## config.mk

```make
export PLATFORM = sky130hd
export DESIGN_NAME = dcec_back_flat
export DESIGN_NICKNAME = d
export VERILOG_FILES = /design/src/rtl/core/dcec_pkg.sv /design/src/rtl/core/dcec_if.sv /design/src/rtl/core/dcec_back.sv /design/src/flat_wrapper.sv
export SDC_FILE = /design/constraint.sdc
export NUM_CORES = 2
export LEC_CHECK = 0
export ABC_AREA = 1
export BUFFER_PORTS_ARGS = -buffer_cell sky130_fd_sc_hd__buf_2
export CAP_MARGIN = 30
export CELL_PAD_IN_SITES_DETAIL_PLACEMENT = 2
export CELL_PAD_IN_SITES_GLOBAL_PLACEMENT = 2
export CORE_AREA = 2 2 585 587
export DETAILED_ROUTE_END_ITERATION = 8
export DIE_AREA = 0 0 587 589
export PLACE_DENSITY_LB_ADDON = 0.1
export RECOVER_POWER = 25
export SLEW_MARGIN = 40
export SYNTH_ARGS = -nofsm -noshare
export SYNTH_HDL_FRONTEND = slang
export SYNTH_SLANG_ARGS = --single-unit
```

## constraint.sdc

```tcl
create_clock -name clk -period 8.08 [get_ports clk]
set_input_delay 0 -clock clk [delete_from_list [all_inputs] [get_ports clk]]
set_output_delay 0 -clock clk [all_outputs]
set_load 0.02 [all_outputs]
```

## src/rtl/core/dcec_pkg.sv

```systemverilog
package dcec_pkg;

  // DER tag and length-octet constants
  localparam logic [7:0] TAG_SEQUENCE  = 8'h30;
  localparam logic [7:0] TAG_SET       = 8'h31;
  localparam int         CONS_BIT      = 5;
  localparam int         LONG_BIT      = 7;
  localparam logic [6:0] MAX_LEN_BYTES = 7'd4;

  // Field widths fixed by the channel definitions
  localparam int BYTE_W = 8;
  localparam int WORD_W = 32;

  // One queued byte between the front and the back
  typedef struct packed {
    logic [BYTE_W-1:0] data_byte;
    logic              start_marker;
    logic              end_marker;
  } item_t;

endpackage

```

## src/rtl/core/dcec_if.sv

```systemverilog


interface dcec_out_if;
  logic                          valid;
  logic                          ready;
  logic                          status;
  logic [dcec_pkg::WORD_W-1:0]   carved_length;
  modport source (output valid, status, carved_length, input ready);
  modport sink   (input valid, status, carved_length, output ready);
endinterface


```

## src/rtl/core/dcec_back.sv

```systemverilog
module dcec_back #(
  parameter int STACK_DEPTH  = 64,
  parameter int OFFSET_WIDTH = 32
) (
  input  logic                        clk,
  input  logic                        rst_n,
  input  logic                        q_valid,
  output logic                        q_ready,
  input  dcec_pkg::item_t             q_item,
  input  logic [dcec_pkg::WORD_W-1:0] min_length,
  dcec_out_if.source                  out_chan
);

  localparam int OW = OFFSET_WIDTH;
  localparam int AW = (OFFSET_WIDTH > dcec_pkg::WORD_W) ? OFFSET_WIDTH : dcec_pkg::WORD_W;
  localparam int LW = AW + 2;
  localparam int CW = $clog2(STACK_DEPTH + 1);
  localparam int IW = $clog2(STACK_DEPTH);
  localparam logic [LW-1:0] OFF_MAX = (LW'(1) << OW) - LW'(1);

  typedef enum logic [2:0] {
    PH_TOP, PH_CHILD, PH_LEN1, PH_LENM, PH_CONTENT
  } phase_t;

  typedef enum logic [1:0] {
    S_RUN, S_RELOAD, S_CHECK
  } seq_t;

  // End-offset stack
  logic [OW-1:0] stack_mem [STACK_DEPTH];

  phase_t        phase_r, phase_nxt;
  seq_t          seq_r, seq_nxt;
  logic [OW-1:0] pos_r, pos_nxt;
  logic [OW-1:0] last_end_r, last_end_nxt;
  logic          have_end_r, have_end_nxt;
  logic [AW-1:0] acc_r, acc_nxt;
  logic [2:0]    left_r, left_nxt;
  logic          cons_r, cons_nxt;
  logic          fin_r, fin_nxt;
  logic [CW-1:0] count_r, count_nxt;
  logic [OW-1:0] top_r, top_nxt;
  logic [OW-1:0] cpos_r, cpos_nxt;
  logic          endp_r, endp_nxt;
  logic          out_valid_r, out_valid_nxt;
  logic          out_status_r, out_status_nxt;
  logic [dcec_pkg::WORD_W-1:0] out_len_r, out_len_nxt;

  logic          take;
  logic          mem_we;
  logic [IW-1:0] mem_wa;
  logic [OW-1:0] mem_wd;
  logic [IW-1:0] rd_idx;
  logic [CW-1:0] count_dec;
  logic [LW-1:0] p_w, q_w, len_w, end_w, close_pos;
  logic [6:0]    nlen;
  logic          bad, do_ld, do_close;
  logic [CW-1:0] cnt_c;
  logic [OW-1:0] top_c;
  logic          res_fire, res_bad, res_final;
  logic [AW-1:0] le_ext;

  assign take      = (seq_r == S_RUN) && q_valid && (!out_valid_r || out_chan.ready);
  assign q_ready   = take;
  assign count_dec = count_r - CW'(1);
  assign rd_idx    = count_dec[IW-1:0];

  // Parse one byte, or step the cascaded close
  always_comb begin
    phase_nxt = phase_r;   seq_nxt = seq_r;       pos_nxt = pos_r;
    last_end_nxt = last_end_r; have_end_nxt = have_end_r;
    acc_nxt = acc_r;       left_nxt = left_r;     cons_nxt = cons_r;
    fin_nxt = fin_r;       count_nxt = count_r;   top_nxt = top_r;
    cpos_nxt = cpos_r;     endp_nxt = endp_r;
    mem_we = 1'b0; mem_wa = '0; mem_wd = '0;
    p_w = '0; q_w = '0; len_w = '0; end_w = '0; close_pos = '0; nlen = '0;
    bad = 1'b0; do_ld = 1'b0; do_close = 1'b0; cnt_c = '0; top_c = '0;
    res_fire = 1'b0; res_bad = 1'b0;
    if (take) begin
      if (q_item.start_marker) begin
        phase_nxt = PH_TOP; pos_nxt = '0; count_nxt = '0; last_end_nxt = '0;
        have_end_nxt = 1'b0; acc_nxt = '0; left_nxt = '0; cons_nxt = 1'b0;
        fin_nxt = 1'b0;
      end
      if (!fin_nxt) begin
        p_w = LW'(pos_nxt);
        q_w = p_w + LW'(1);
        case (phase_nxt)
          PH_CHILD: begin
            cons_nxt  = q_item.data_byte[dcec_pkg::CONS_BIT];
            phase_nxt = PH_LEN1;
          end
          PH_LEN1: begin
            if (q_item.data_byte[dcec_pkg::LONG_BIT]) begin
              nlen = q_item.data_byte[6:0];
              if (nlen == 7'd0 || nlen > dcec_pkg::MAX_LEN_BYTES) begin
                bad = 1'b1;
              end else if (count_nxt != '0 && (q_w + LW'(nlen)) > LW'(top_r)) begin
                bad = 1'b1;
              end else begin
                left_nxt  = nlen[2:0];
                acc_nxt   = '0;
                phase_nxt = PH_LENM;
              end
            end else begin
              len_w = LW'(q_item.data_byte);
              do_ld = 1'b1;
            end
          end
          PH_LENM: begin
            acc_nxt  = AW'({acc_nxt[23:0], q_item.data_byte});
            left_nxt = left_nxt - 3'd1;
            if (left_nxt == 3'd0) begin
              len_w = LW'(acc_nxt[dcec_pkg::WORD_W-1:0]);
              do_ld = 1'b1;
            end
          end
          PH_CONTENT: begin
            if (q_w >= LW'(acc_nxt)) begin
              do_close = 1'b1; close_pos = q_w; cnt_c = count_nxt; top_c = top_r;
            end
          end
          default: begin
            if (q_item.data_byte != dcec_pkg::TAG_SEQUENCE &&
                q_item.data_byte != dcec_pkg::TAG_SET) begin
              res_fire = 1'b1;
              fin_nxt  = 1'b1;
            end else begin
              if ((p_w + LW'(2)) > OFF_MAX) bad = 1'b1;
              cons_nxt  = 1'b1;
              phase_nxt = PH_LEN1;
            end
          end
        endcase
        // Length complete: bound check, push or skip
        if (do_ld) begin
          end_w = q_w + len_w;
          if (end_w > OFF_MAX) begin
            bad = 1'b1;
          end else if (count_nxt != '0 && end_w > LW'(top_r)) begin
            bad = 1'b1;
          end else if (cons_nxt) begin
            if (count_nxt >= CW'(STACK_DEPTH)) begin
              bad = 1'b1;
            end else begin
              mem_we = 1'b1; mem_wa = count_nxt[IW-1:0]; mem_wd = end_w[OW-1:0];
              top_nxt = end_w[OW-1:0];
              cnt_c = count_nxt + CW'(1); top_c = end_w[OW-1:0];
              do_close = 1'b1; close_pos = q_w;
            end
          end else if (end_w == q_w) begin
            do_close = 1'b1; close_pos = q_w; cnt_c = count_nxt; top_c = top_r;
          end else begin
            acc_nxt   = AW'(end_w);
            phase_nxt = PH_CONTENT;
          end
        end
        // Close the innermost element; hand deeper pops to the sequencer
        if (do_close && !bad) begin
          count_nxt = cnt_c;
          if (cnt_c != '0 && LW'(top_c) == close_pos) begin
            count_nxt = cnt_c - CW'(1);
            if (cnt_c == CW'(1)) begin
              last_end_nxt = close_pos[OW-1:0];
              have_end_nxt = 1'b1;
              phase_nxt    = PH_TOP;
            end else begin
              seq_nxt  = S_RELOAD;
              cpos_nxt = close_pos[OW-1:0];
              endp_nxt = q_item.end_marker;
            end
          end else begin
            phase_nxt = (cnt_c != '0) ? PH_CHILD : PH_TOP;
          end
        end
        if (bad) begin
          res_fire = 1'b1; res_bad = 1'b1; fin_nxt = 1'b1;
          seq_nxt = S_RUN; count_nxt = count_r; top_nxt = top_r; mem_we = 1'b0;
        end else if (!res_fire) begin
          pos_nxt = q_w[OW-1:0];
          if (q_item.end_marker && seq_nxt == S_RUN) begin
            res_fire = 1'b1; res_bad = (phase_nxt != PH_TOP); fin_nxt = 1'b1;
          end
        end
      end
    end else if (seq_r == S_RELOAD) begin
      seq_nxt = S_CHECK;
    end else if (seq_r == S_CHECK) begin
      if (top_r == cpos_r) begin
        count_nxt = count_dec;
        if (count_r == CW'(1)) begin
          last_end_nxt = cpos_r; have_end_nxt = 1'b1;
          phase_nxt = PH_TOP; seq_nxt = S_RUN;
        end else begin
          seq_nxt = S_RELOAD;
        end
      end else begin
        phase_nxt = PH_CHILD; seq_nxt = S_RUN;
      end
      if (seq_nxt == S_RUN && endp_r) begin
        res_fire = 1'b1; res_bad = (phase_nxt != PH_TOP); fin_nxt = 1'b1;
      end
    end
  end

  // Build the result word
  always_comb begin
    le_ext    = AW'(last_end_nxt);
    res_final = res_bad || !have_end_nxt ||
                (min_length != '0 && le_ext < AW'(min_length));
    if (res_fire) begin
      out_valid_nxt  = 1'b1;
      out_status_nxt = res_final;
      out_len_nxt    = res_final ? '0 : le_ext[dcec_pkg::WORD_W-1:0];
    end else begin
      out_valid_nxt  = out_valid_r && !out_chan.ready;
      out_status_nxt = out_status_r;
      out_len_nxt    = out_len_r;
    end
  end

  assign out_chan.valid         = out_valid_r;
  assign out_chan.status        = out_status_r;
  assign out_chan.carved_length = out_len_r;

  // Write pushed offsets
  always_ff @(posedge clk) begin
    if (mem_we) begin
      stack_mem[mem_wa] <= mem_wd;
    end
  end

  // Hold state and the output register
  always_ff @(posedge clk) begin
    if (seq_r == S_RELOAD) begin
      top_r <= stack_mem[rd_idx];
    end else begin
      top_r <= top_nxt;
    end
    out_status_r <= out_status_nxt;
    out_len_r    <= out_len_nxt;
    if (!rst_n) begin
      phase_r <= PH_TOP; seq_r <= S_RUN; pos_r <= '0; last_end_r <= '0;
      have_end_r <= 1'b0; acc_r <= '0; left_r <= '0; cons_r <= 1'b0;
      fin_r <= 1'b1; count_r <= '0; cpos_r <= '0; endp_r <= 1'b0;
      out_valid_r <= 1'b0;
    end else begin
      phase_r <= phase_nxt; seq_r <= seq_nxt; pos_r <= pos_nxt;
      last_end_r <= last_end_nxt; have_end_r <= have_end_nxt; acc_r <= acc_nxt;
      left_r <= left_nxt; cons_r <= cons_nxt; fin_r <= fin_nxt;
      count_r <= count_nxt; cpos_r <= cpos_nxt; endp_r <= endp_nxt;
      out_valid_r <= out_valid_nxt;
    end
  end

  a_depth: assert property (@(posedge clk) disable iff (!rst_n)
    count_r <= CW'(STACK_DEPTH)) else $error("stack count beyond depth");
  a_reload_nonempty: assert property (@(posedge clk) disable iff (!rst_n)
    seq_r == S_RELOAD |-> count_r != '0) else $error("reload of empty stack");
  a_reload_check: assert property (@(posedge clk) disable iff (!rst_n)
    seq_r == S_RELOAD |=> seq_r == S_CHECK) else $error("reload not followed by check");
  a_bad_zero: assert property (@(posedge clk) disable iff (!rst_n)
    (out_valid_r && out_status_r) |-> out_len_r == '0) else $error("malformed with length");

endmodule
```

## src/flat_wrapper.sv

```systemverilog
// flat-port wrapper written by rule: the top's interface ports become plain ports
module dcec_back_flat 
#(
  parameter int STACK_DEPTH  = 64,
  parameter int OFFSET_WIDTH = 32
)
  (clk, rst_n, q_valid, q_ready, q_item, min_length, out_chan_valid, out_chan_status, out_chan_carved_length, out_chan_ready);
  dcec_out_if out_chan_i ();
  input  logic clk;
  input  logic rst_n;
  input  logic q_valid;
  output logic q_ready;
  input  dcec_pkg::item_t q_item;
  input  logic [dcec_pkg::WORD_W-1:0] min_length;
  output wire logic [$bits(out_chan_i.valid)-1:0] out_chan_valid;
  output wire logic [$bits(out_chan_i.status)-1:0] out_chan_status;
  output wire logic [$bits(out_chan_i.carved_length)-1:0] out_chan_carved_length;
  input wire logic [$bits(out_chan_i.ready)-1:0] out_chan_ready;
  assign out_chan_valid = out_chan_i.valid;
  assign out_chan_status = out_chan_i.status;
  assign out_chan_carved_length = out_chan_i.carved_length;
  assign out_chan_i.ready = out_chan_ready;
  dcec_back #(.STACK_DEPTH(STACK_DEPTH), .OFFSET_WIDTH(OFFSET_WIDTH)) u_core (.clk(clk), .rst_n(rst_n), .q_valid(q_valid), .q_ready(q_ready), .q_item(q_item), .min_length(min_length), .out_chan(out_chan_i));
endmodule
```

==> flow_summary.json <==
{
  "crit_fanout": 6,
  "cts_buffers": 279,
  "die_h_um": 589,
  "clkSlewWorstSetupHoldPaths_ns": 0.06,
  "register_area_um2": 66430,
  "worst_slew_pin_slew_ns": 4.046,
  "fin_nets": 10740,
  "synth.yosys.seq_area_share": 0.6543,
  "via_per_inst": 5.484,
  "top_level_ports": 81,
  "tritoncts": "yes",
  "synthArstFlopShare": 0,
  "grt_pass1_wl_mm": 682.5,
  "synthTopCellsByArea": "edfxtp_1 63%, o21ai_0 7.3%, nor2_1 6.6%, nand2_1 3.5%, o22ai_1 3.1%",
  "htreeDepth": 5,
  "firstDrtPassIters": 5,
  "slew_headroom": -1.698,
  "overflow": 0,
  "drive_above_1_share": 0.2316,
  "synth_cells": 9477,
  "crit_required_ns": 8.75,
  "report.power.total_uw": 46440,
  "ys_warn_count": 0,
  "dp.cells": 14630,
  "cts_root_buf": "clkbuf_16",
  "syn_nets": 9705,
  "wl_per_cell_um": 32.13,
  "yosysUniqueCellTypes": 59,
  "path_class": "reg2reg",
  "die_w_um": 587,
  "antenna_found_initial": 34,
  "clock_latency_ns": 0.91,
  "synth_area_leader_cell": "edfxtp_1",
  "area_growth_pct": 27.76,
  "start_util": 0.2995,
  "failed_checks": "max-capacitance violations, max-slew violations, negative setup slack",
  "power_leakage_uw": 0.04902,
  "timing.fmax_ghz": 0.1198,
  "routabilityCongestion": 0.9610,
  "slew_viol_final": 749,
  "stdcell_count": 15270,
  "fillers": 35470,
  "path_buf_inv": 18,
  "start_kind": "flop",
  "ys_seq_elements": 2261,
  "drt_iter0_markers": 6724,
  "critical-path-top-delay-family": "simple AND/OR/NAND/NOR gates",
  "netlist_area_um2": 101500,
  "crit_path_max_incr_delay_ns": 0.34,
  "antenna_left": 0,
  "clockBufferDepth": 4,
  "hold_viol": 0,
  "final_area_um2": 129700,
  "layout_min_cycle_time_ns": 8.348,
  "run_status": "finished, violations left",
  "tns_ns": -19.04,
  "p_per_area_nw_per_um2": 358.1,
  "cts.sinks": 2261,
  "die_area_um2": 345700,
  "multiInputGateArea_um2": 35380,
  "arrival_ns": 9.02,
  "synth_edf_count": 2113,
  "first_global_vias": 87910,
  "finalWirelength_mm": 490.5,
  "grt_max_degree": 159,
  "dpl_cell_area_um2": 116400,
  "max-cap-violations": 13,
  "skew_ns": 0.04829,
  "r2r_setup_slack_ns": -0.27,
  "hold_class": "in2reg",
  "drc": 0,
  "core_area_um2": 339000,
  "cp_slowest_cell": "dfxtp_2",
  "grt_setup_unrepaired": "yes",
  "crit_path_end_kind": "flop",
  "syn_avg_cell_area_um2": 10.71,
  "vias": 83720,
  "synth_top_area_share": 0.6251,
  "io_buffer_count": 80,
  "hpwl_mm": 319.2,
  "core.rowCount": 214,
  "ir_drop_v": 0.0003198,
  "fin_crit_sh": 1.033,
  "synth_flop_cell": "edfxtp_1",
  "track_usage": 0.2744,
  "setup_ws_ns": -0.2682,
  "finalSetupViolations": 94
}
[cell usage after synthesis (all sizes together) (2+ instances only)]
cell type	instances
and3	3
o211ai	68
nand3	311
nor4b	2
and2	3
a311oi	12
a22oi	3
nor2	1794
o21bai	4
dfxtp	148
a31oi	33
clkbuf	518
clkinv	4
nand2	949
o311ai	3
inv	540
xnor2	15
a21o	2
o21ai	1497
or2	4
ha	180
fa	2
nand4	58
nor3	54
o221ai	137
a211oi	32
a21oi	257
o2111ai	33
xor2	65
edfxtp	2113
o21a	3
nor4	29
a221oi	21
nand3b	7
o31ai	3
buf	61
a311o	2
o22ai	500
[cell families (layout without fill, tap and decap cells)]
group           Yosys count  count (layout)  share of synthesized area
xor+xnor                 80              80                   0.007235
flops                  2261            2261                     0.6543
compound gates         2616            2616                     0.1463
fa+ha+maj               182             182                    0.02258
simple gates           3215            3217                     0.1273
other cells               0              14                          0
buf+inv                1123            2360                    0.04224
[per-stage QoR]
step / setup WS [ns] / hold WS (ns) / utilization
after floorplan: 0.01161 / 0.1349 / -
after global routing: -0.6077 / 0.2511 / 0.3825
after global placement: -1.508 / 0.2479 / 0.3428
final: -0.2682 / 0.2394 / 0.3826
after detailed placement: -1.627 / 0.2591 / 0.3433
after CTS: -0.2316 / 0.1214 / 0.3754
[flip-flops by register name, summed over array words and instances, names as in the netlist, 3 cells and up]
register	flops
u_core.stack_mem	2048
u_core.acc_r	32
u_core.cpos_r	32
u_core.last_end_r	32
u_core.out_chan.carved_length	32
u_core.pos_r	32
u_core.top_r	32
u_core.count_r	7
u_core.left_r	3
u_core.phase_r	3
[layer usage]
metal	global-route usage	wire length, um
met1	0.3745	218000
met3	0.02924	22420
met2	0.4539	230900
met5	0	56
met4	0.09338	19220
[worst paths after layout]
| kind | from | end | depth (start not counted) |
|---|---|---|---|
| setup / recovery | u_core.left_r[1]$_SDFFE_PN0P_ | u_core.out_chan.carved_length[0]$_SDFFCE_PP0P_ | 67 |
| hold / removal | min_length[15] | u_core.out_chan.carved_length[19]$_SDFFCE_PP0P_ | 11 |
| setup reg to reg | u_core.left_r[1]$_SDFFE_PN0P_ | u_core.out_chan.carved_length[0]$_SDFFCE_PP0P_ | 67 |
| hold reg to reg | u_core.left_r[2]$_SDFFE_PN0P_ | u_core.left_r[2]$_SDFFE_PN0P_ | 2 |
[report_power, final]
group	switching, uW	internal (uW)
sequential	276	12900
combinational	15800	5520
clock	5250	6730
[layout by cell type (no fill, tap or decap), types with 108 or more instances in the layout]
cell	instances
buf_4	1034
clkbuf_1	108
inv_1	447
nand2_1	701
o22ai_1	497
nor2_1	1548
dfxtp_1	138
nor2_4	174
nand2_2	164
o21ai_0	1413
o221ai_1	136
clkbuf_16	288
a21oi_1	213
nand3_1	257
buf_12	131
edfxtp_1	2113
ha_1	119
[worst register-to-register path, delay by kind of cell (launching register included)]
family / cells / cell delay, ns
buffers and inverters: 18 / 2.15
xor gates and xnor gates: 1 / 0.15
adders and majority gates: 4 / 0.92
and+or+nand+nor: 37 / 3.54
DFF: 1 / 0.34
AOI/OAI and AO/OA: 7 / 1.01
[cell type report]
cell class | instances | share of cell area
Sequential cell | 2261 | 0.5122
Multi-Input combinational cell | 6095 | 0.2728
Timing Repair Buffer | 1328 | 0.08973
Clock buffer | 354 | 0.05673
Tap cell | 4536 | 0.04376
Inverter | 544 | 0.01621
Clock inverter | 134 | 0.008345
Antenna cell | 14 | 0.0002701
[repair_timing]
action | 4_1_cts | 5_1_grt
resized for setup | 425 | 581
gates cloned | 4 | 9
buffers inserted | 55 | 60
setup endpoints to repair | 139 | 109
hold endpoints to repair | 60 | 0
hold buffers | 17 | 0
pin swaps | 77 | 211
Note: power is estimated with default switching activity, not from simulation.
